### src/lrcb_pkg.sv
// Shared types, constants and helper functions for the log row checker.
// No dependencies; every other file in src uses this package.
`timescale 1ns / 1ps

package lrcb_pkg;

	localparam int CountW  = 13;
	localparam int DigitW  = 5;
	localparam int RemW    = 17;
	localparam int WideW   = 20;
	localparam int CarryW  = 4;
	localparam int BucketW = 44;
	localparam int ByteW   = 8;

	localparam int unsigned SecPerDay = 86400;
	localparam int unsigned MaxCarry  = 9;

	localparam logic [CountW-1:0] CountSat   = '1;
	localparam logic [DigitW-1:0] DigitLimit = DigitW'(18);

	localparam logic [ByteW-1:0] ChTab     = 8'h09;
	localparam logic [ByteW-1:0] ChSpace   = 8'h20;
	localparam logic [ByteW-1:0] CtrlLimit = 8'h20;
	localparam logic [ByteW-1:0] ChZero    = 8'h30;
	localparam logic [ByteW-1:0] ChNine    = 8'h39;

	typedef struct packed {
		logic step;
		logic last;
	} lrcb_step_t;

	// Whole days contained in a value below ten days; each compare is independent.
	function automatic logic [CarryW-1:0] day_carry(input logic [WideW-1:0] t);
		logic [CarryW-1:0] k;
		k = '0;
		for (int unsigned j = 1; j <= MaxCarry; j++) begin
			if (t >= WideW'(j * SecPerDay)) k = CarryW'(j);
		end
		return k;
	endfunction

endpackage

### src/lrcb_if.sv
// Valid/ready channel interfaces for row bytes in and row results out.
// Depends on lrcb_pkg for the field widths.
`timescale 1ns / 1ps

interface lrcb_in_if;
	logic                      valid;
	logic                      ready;
	logic [lrcb_pkg::ByteW-1:0] row_byte;
	logic                      row_end;

	modport source (output valid, row_byte, row_end, input ready);
	modport sink   (input valid, row_byte, row_end, output ready);
endinterface

interface lrcb_out_if;
	logic                        valid;
	logic                        ready;
	logic                        row_valid;
	logic [lrcb_pkg::BucketW-1:0] day_bucket;

	modport source (output valid, row_valid, day_bucket, input ready);
	modport sink   (input valid, row_valid, day_bucket, output ready);
endinterface

### src/lrcb_day_acc.sv
// Leading-digit accumulator that tracks the running value as whole days plus
// a remainder in seconds, so the day bucket is ready without a divider. Uses lrcb_pkg.
`timescale 1ns / 1ps

module lrcb_day_acc (
	input  logic                         clk,
	input  logic                         arst_n,
	input  lrcb_pkg::lrcb_step_t         ctl,
	input  logic [lrcb_pkg::ByteW-1:0]   row_byte,
	output logic [lrcb_pkg::BucketW-1:0] quot_next
);
	import lrcb_pkg::*;

	logic               in_digits_q;
	logic [DigitW-1:0]  taken_q;
	logic [BucketW-1:0] quot_q;
	logic [RemW-1:0]    rem_q;

	logic               is_digit;
	logic [ByteW-1:0]   digit_diff;
	logic               take;
	logic [WideW-1:0]   wide;
	logic [CarryW-1:0]  carry;
	logic [WideW-1:0]   wide_left;
	logic [RemW-1:0]    rem_new;
	logic [BucketW-1:0] quot_new;

	// Value = quot * 86400 + rem. Appending a digit gives 10*quot*86400 + (10*rem + d),
	// and the second term holds at most nine whole days.
	always_comb begin
		is_digit   = (row_byte >= ChZero) && (row_byte <= ChNine);
		digit_diff = row_byte - ChZero;
		take       = in_digits_q && is_digit && (taken_q < DigitLimit);
		wide       = (WideW'(rem_q) << 3) + (WideW'(rem_q) << 1) + WideW'(digit_diff[3:0]);
		carry      = day_carry(wide);
		wide_left  = wide - WideW'(carry) * WideW'(SecPerDay);
		rem_new    = wide_left[RemW-1:0];
		quot_new   = (quot_q << 3) + (quot_q << 1) + BucketW'(carry);
		quot_next  = take ? quot_new : quot_q;
	end

	always_ff @(posedge clk or negedge arst_n) begin
		if (!arst_n) begin
			in_digits_q <= 1'b1;
			taken_q     <= '0;
			quot_q      <= '0;
			rem_q       <= '0;
		end else if (ctl.step) begin
			if (ctl.last) begin
				in_digits_q <= 1'b1;
				taken_q     <= '0;
				quot_q      <= '0;
				rem_q       <= '0;
			end else begin
				if (in_digits_q && !is_digit) in_digits_q <= 1'b0;
				if (take) begin
					taken_q <= taken_q + DigitW'(1);
					quot_q  <= quot_new;
					rem_q   <= rem_new;
				end
			end
		end
	end

endmodule

### src/log_row_check_and_bucket.sv
// Log row checker: one row byte per beat in, one result per row out.
// The final beat of a row is registered in the input stage and its result in the result
// register; the beat waits there while an earlier result is still waiting in the result register.
// Throughput: one byte beat per cycle, but a final beat is held while the result register is full.
// Reset clears the row state and sets bucketing_q to 1; no clearing pass is needed.
// Depends on lrcb_pkg, lrcb_in_if, lrcb_out_if and lrcb_day_acc.
`timescale 1ns / 1ps

module log_row_check_and_bucket #(
	parameter int ROW_MAX_BYTES = 4096
) (
	input  logic       clk,
	input  logic       arst_n,
	lrcb_in_if.sink    rows,
	lrcb_out_if.source results,
	input  logic       cfg_we,
	input  logic       cfg_wdata
);
	import lrcb_pkg::*;

	localparam logic [CountW-1:0] MaxCount = CountW'(ROW_MAX_BYTES);

	logic               valid_s1;
	logic [ByteW-1:0]   byte_s1;
	logic               end_s1;

	logic [CountW-1:0]  count_q;
	logic               ctrl_q;
	logic               bucketing_q;

	logic               out_valid_q;
	logic               row_valid_q;
	logic [BucketW-1:0] bucket_q;

	logic               out_free;
	logic               adv_s1;
	logic [CountW-1:0]  count_next;
	logic               ctrl_next;
	logic               row_ok;
	logic [BucketW-1:0] quot_next;
	lrcb_step_t         acc_ctl;

	always_comb begin
		out_free   = !out_valid_q || results.ready;
		adv_s1     = valid_s1 && (!end_s1 || out_free);
		rows.ready = !valid_s1 || adv_s1;

		count_next = (count_q == CountSat) ? count_q : count_q + CountW'(1);
		ctrl_next  = ctrl_q || ((byte_s1 < CtrlLimit) && (byte_s1 != ChTab));
		row_ok     = (count_next >= CountW'(1)) && (count_next <= MaxCount) &&
		             (byte_s1 != ChSpace) && (byte_s1 != ChTab) && !ctrl_next;

		acc_ctl.step = adv_s1;
		acc_ctl.last = end_s1;
	end

	lrcb_day_acc u_day_acc (
		.clk       (clk),
		.arst_n    (arst_n),
		.ctl       (acc_ctl),
		.row_byte  (byte_s1),
		.quot_next (quot_next)
	);

	always_ff @(posedge clk or negedge arst_n) begin
		if (!arst_n) begin
			bucketing_q <= 1'b1;
		end else if (cfg_we) begin
			bucketing_q <= cfg_wdata;
		end
	end

	always_ff @(posedge clk or negedge arst_n) begin
		if (!arst_n) begin
			valid_s1 <= 1'b0;
		end else if (rows.ready) begin
			valid_s1 <= rows.valid;
		end
	end

	always_ff @(posedge clk) begin
		if (rows.valid && rows.ready) begin
			byte_s1 <= rows.row_byte;
			end_s1  <= rows.row_end;
		end
	end

	always_ff @(posedge clk or negedge arst_n) begin
		if (!arst_n) begin
			count_q <= '0;
			ctrl_q  <= 1'b0;
		end else if (adv_s1) begin
			if (end_s1) begin
				count_q <= '0;
				ctrl_q  <= 1'b0;
			end else begin
				count_q <= count_next;
				ctrl_q  <= ctrl_next;
			end
		end
	end

	always_ff @(posedge clk or negedge arst_n) begin
		if (!arst_n) begin
			out_valid_q <= 1'b0;
		end else if (adv_s1 && end_s1) begin
			out_valid_q <= 1'b1;
		end else if (results.ready) begin
			out_valid_q <= 1'b0;
		end
	end

	always_ff @(posedge clk) begin
		if (adv_s1 && end_s1) begin
			row_valid_q <= row_ok;
			bucket_q    <= bucketing_q ? quot_next : '0;
		end
	end

	assign results.valid      = out_valid_q;
	assign results.row_valid  = row_valid_q;
	assign results.day_bucket = bucket_q;

endmodule
### src/flat_wrapper.sv
// flat-port wrapper written by rule: the top's interface ports become plain ports
module log_row_check_and_bucket_flat import lrcb_pkg::*;
#(
	parameter int ROW_MAX_BYTES = 4096
)
  (clk, arst_n, cfg_we, cfg_wdata, rows_valid, rows_row_byte, rows_row_end, rows_ready, results_valid, results_row_valid, results_day_bucket, results_ready);
  lrcb_in_if rows_i ();
  lrcb_out_if results_i ();
  input  logic clk;
  input  logic arst_n;
  input  logic cfg_we;
  input  logic cfg_wdata;
  input wire logic [$bits(rows_i.valid)-1:0] rows_valid;
  input wire logic [$bits(rows_i.row_byte)-1:0] rows_row_byte;
  input wire logic [$bits(rows_i.row_end)-1:0] rows_row_end;
  output wire logic [$bits(rows_i.ready)-1:0] rows_ready;
  output wire logic [$bits(results_i.valid)-1:0] results_valid;
  output wire logic [$bits(results_i.row_valid)-1:0] results_row_valid;
  output wire logic [$bits(results_i.day_bucket)-1:0] results_day_bucket;
  input wire logic [$bits(results_i.ready)-1:0] results_ready;
  assign rows_i.valid = rows_valid;
  assign rows_i.row_byte = rows_row_byte;
  assign rows_i.row_end = rows_row_end;
  assign rows_ready = rows_i.ready;
  assign results_valid = results_i.valid;
  assign results_row_valid = results_i.row_valid;
  assign results_day_bucket = results_i.day_bucket;
  assign results_i.ready = results_ready;
  log_row_check_and_bucket #(.ROW_MAX_BYTES(ROW_MAX_BYTES)) u_core (.clk(clk), .arst_n(arst_n), .rows(rows_i), .results(results_i), .cfg_we(cfg_we), .cfg_wdata(cfg_wdata));
endmodule
### config.mk
export PLATFORM = sky130hd
export DESIGN_NAME = log_row_check_and_bucket_flat
export DESIGN_NICKNAME = d
export VERILOG_FILES = /design/src/lrcb_pkg.sv /design/src/lrcb_if.sv /design/src/lrcb_day_acc.sv /design/src/log_row_check_and_bucket.sv /design/src/flat_wrapper.sv
export SDC_FILE = /design/constraint.sdc
export NUM_CORES = 1
export LEC_CHECK = 0
export BUFFER_PORTS_ARGS = -buffer_cell sky130_fd_sc_hd__buf_4
export CELL_PAD_IN_SITES_DETAIL_PLACEMENT = 2
export CELL_PAD_IN_SITES_GLOBAL_PLACEMENT = 2
export CORE_MARGIN = 5
export CORE_UTILIZATION = 36
export DETAILED_ROUTE_END_ITERATION = 8
export GPL_TIMING_DRIVEN = 1
export PLACE_DENSITY_LB_ADDON = 0.1
export SYNTH_ARGS = -nofsm -noshare
export SYNTH_HDL_FRONTEND = slang
export SYNTH_SLANG_ARGS = --single-unit
### constraint.sdc
create_clock -name clk -period 6.5 [get_ports clk]
set_input_delay 1.3 -clock clk [delete_from_list [all_inputs] [get_ports clk]]
set_output_delay 1.3 -clock clk [all_outputs]
set_load 0.05 [all_outputs]
==> reports/metrics.cfg <==
[outcome]
outcome = complete, but fails checks
violations = setup timing

[detailed_routing]
vias_per_cell = 5.85
post_drt_wl_per_cell_um = 25.0
drt_drc_violations_left = 0
wirelength_mm = 44.1
drtIter0Drc = 515
first_pass_iters = 5
num_vias = 10307
ant_nets = 0

[final_layout]
fill_cells = 3065
n_antenna_cell = 0
syn_to_final_growth_pct = 34.0
drive_above_1_share = 0.295
multiInputGateArea_um2 = 7690
seq_area_um2 = 3730
nets = 1515
finish.utilization = 0.487

[floorplan]
die_h_um = 183
ios = 62
die_w_um = 183
initial_core_util = 0.363
dieArea_um2 = 33400
rows = 63
coreArea_um2 = 29600

[yosys]
syn_area_um2 = 10700
netlist_instances = 1170
ys_ff_latch = 138
ys.warnings.count = 0
ys.flop_type = dfrtp_1
synthDistinctLibCells = 84
syn_nets = 1327
async_flop_share = 0.609
ys_seq_area_frac = 0.347
syn_area_per_cell_um2 = 9.18
synth-edff-count = 54

[timing]
slew_headroom = 0.298
finalSetupViolCount = 41
max_freq_mhz = 143
timing_hold_violations_final = 0
period_needed_ns = 6.99
rsz0062_at_grt = yes
whs_ns = 0.515
final_max_slew_viol_count = 0
fin_ws_ns = -0.495
period_share = 1.08
skew_ns = 0.0113
worst_pin_slew_ns = 1.05

[power]
p_leak_uw = 0.00662
irDropWorstVdd_mv = 0.190
power_uw = 3960
power_density_nw_per_um2 = 275

[worst_setup_path]
path_buf_inv = 5
crit_fanout = 5
r2r-start = u_core.u_day_acc.rem_q[0]
cpPeakStageDelay_ns = 0.58
cp_slowest_cell = fa_1
reg2reg_depth = 28
arrival_ns = 7.29
critPathMostFrequentCell = buf_4
critPathKind = flip-flop to flip-flop
critPathLaunchType = flip-flop
worstPathRequired_ns = 6.79
r2r_end = u_core.results.day_bucket[42]
endpoint_kind = flip-flop
cp_top_family = compound AO/OA/AOI/OAI gates
r2r_slack_ns = -0.49

[grt]
globalRoute.busiestLayer = met2
grt_antenna_before_repair = 0
grt.met3_usage = 0.0287
grt_max_degree = 53
use_met1 = 0.294
grt_util_all_layers = 0.233
grt_pass1_vias = 11246
met2_usage = 0.423
grt_pass1_wl_mm = 62.5
overflow = 0

[placement]
hpwl_mm = 26.1
dp_slack_ns = -0.401
port_buffers = 61
gp_congestion = 0.802

[clocking]
cts_inserted_buffers = 17
h-tree-depth = 4
cts_root_buf = clkbuf_16
clk_pin_slew_worst_paths_ns = 0.07
cts_max_path_buffers = 2
cts_num_sinks = 138
clock_latency_ns = 0.44
cts_tree = done

[worst_hold_path]
whs_path_depth = 2
worstHoldEndpoint = u_core.u_day_acc.in_digits_q
hp-start = u_core.u_day_acc.in_digits_q
hp-class = flip-flop to flip-flop

[run]
maxCapViolations = 0

==> timing repair <==
item | 4_1_cts | 5_1_grt
setup endpoints to repair | 28 | 55
setup buffers | 43 | 36
resized for setup | 52 | 154
pin swaps | 52 | 83
hold buffers | 0 | 0
==> worst min-delay path: stages, from the launching register on <==
cell	delay (ns)
dfstp_2	0.37
nand2_1	0.06
nand3_1	0.08
==> power by group <==
part / switching (uW) / internal (uW) / leakage (uW)
clock network: 449 / 580 / 0.000285
logic: 1090 / 803 / 0.00466
registers: 71.9 / 966 / 0.00167
==> per-layer routing <==
metal	share of wire	routed length [um]
met5	0	0
met4	0.016	723
met3	0.023	1010
met2	0.53	23400
met1	0.43	19000
==> layout by cell type (no fill, tap or decap), types with 8 or more instances in the layout <==
master / count
o211ai_1: 9
buf_4: 182
o21ai_1: 15
xnor2_2: 10
dfrtp_1: 82
o31ai_1: 10
nor2_1: 80
or3_1: 11
inv_1: 35
a21oi_2: 23
ha_4: 10
buf_6: 30
xor2_1: 16
o21bai_1: 9
edfxtp_1: 54
xnor2_1: 32
a22o_1: 26
ha_1: 127
nor3_1: 11
and3_1: 8
mux2i_1: 10
nand3_1: 25
o21ai_0: 63
and2_1: 10
a21o_1: 30
clkbuf_16: 17
o21a_1: 9
nor2_2: 9
nand4_1: 14
nand2_1: 131
a21oi_1: 60
==> cell families after synthesis <==
logic type,synth area share
muxes,0.0104
AOI/OAI and AO/OA,0.222
xor gates and xnor gates,0.0569
buffers and inverters,0.0302
adders and majority gates,0.169
DFF,0.347
and+or+nand+nor,0.164
==> stage by stage <==
step | instances | setup TNS (ns) | instance area [um2]
after floorplan | 1170 | -0.0451 | 10800
after global placement | 1666 | -0.353 | 12300
after detailed placement | 1666 | -4.51 | 12300
after CTS | 1739 | -0.845 | 13500
after global routing | 1761 | -23.94 | 14400
final | 1761 | -8.74 | 14400
==> sequential cells by signal, summed over array words and instances (netlist names) <==
| name | count |
|---|---|
| u_core.results.day_bucket | 44 |
| u_core.u_day_acc.quot_q | 44 |
| u_core.u_day_acc.rem_q | 17 |
| u_core.count_q | 13 |
| u_core.byte_s1 | 8 |
| u_core.u_day_acc.taken_q | 5 |
| u_core.bucketing_q | 1 |
| u_core.ctrl_q | 1 |
| u_core.end_s1 | 1 |
| u_core.results.row_valid | 1 |
| u_core.results.valid | 1 |
| u_core.u_day_acc.in_digits_q | 1 |
| u_core.valid_s1 | 1 |
==> worst max path at each step <==
stage	start	end	slack, ns	cells past startpoint
after global routing	u_core.u_day_acc.rem_q[2]	u_core.results.day_bucket[42]	-0.76	28
after CTS	u_core.byte_s1[3]	u_core.u_day_acc.rem_q[16]	-0.26	30
after global placement	u_core.u_day_acc.rem_q[2]	u_core.u_day_acc.rem_q[16]	-0.18	30
after detailed placement	u_core.u_day_acc.rem_q[0]	u_core.results.day_bucket[42]	-0.40	28
final	u_core.u_day_acc.rem_q[0]	u_core.results.day_bucket[42]	-0.49	28
after floorplan	u_core.u_day_acc.rem_q[2]	u_core.results.day_bucket[42]	-0.04	27
==> layout make-up <==
class,count,area share
timing repair buffer,214,0.121
clock buffer,19,0.0308
tap,390,0.0339
multi-input combinational,947,0.535
clock inverter,13,0.0101
sequential,138,0.259
inverter,40,0.0106
==> cells in the mapped netlist, types with 14 or more instances <==
| library cell | count | share of area |
|---|---|---|
| nand4_1 | 14 | 0.0082 |
| inv_1 | 38 | 0.013 |
| nor2_1 | 96 | 0.034 |
| a21oi_1 | 85 | 0.040 |
| o21ai_0 | 79 | 0.037 |
| ha_1 | 137 | 0.16 |
| xnor2_1 | 43 | 0.035 |
| clkbuf_1 | 40 | 0.014 |
| xor2_1 | 23 | 0.019 |
| a21o_1 | 30 | 0.021 |
| edfxtp_1 | 54 | 0.15 |
| nand3_1 | 27 | 0.013 |
| nand2_1 | 134 | 0.047 |
| a22o_1 | 26 | 0.021 |
| dfrtp_1 | 82 | 0.19 |
Power figures use the tool's default switching activity.
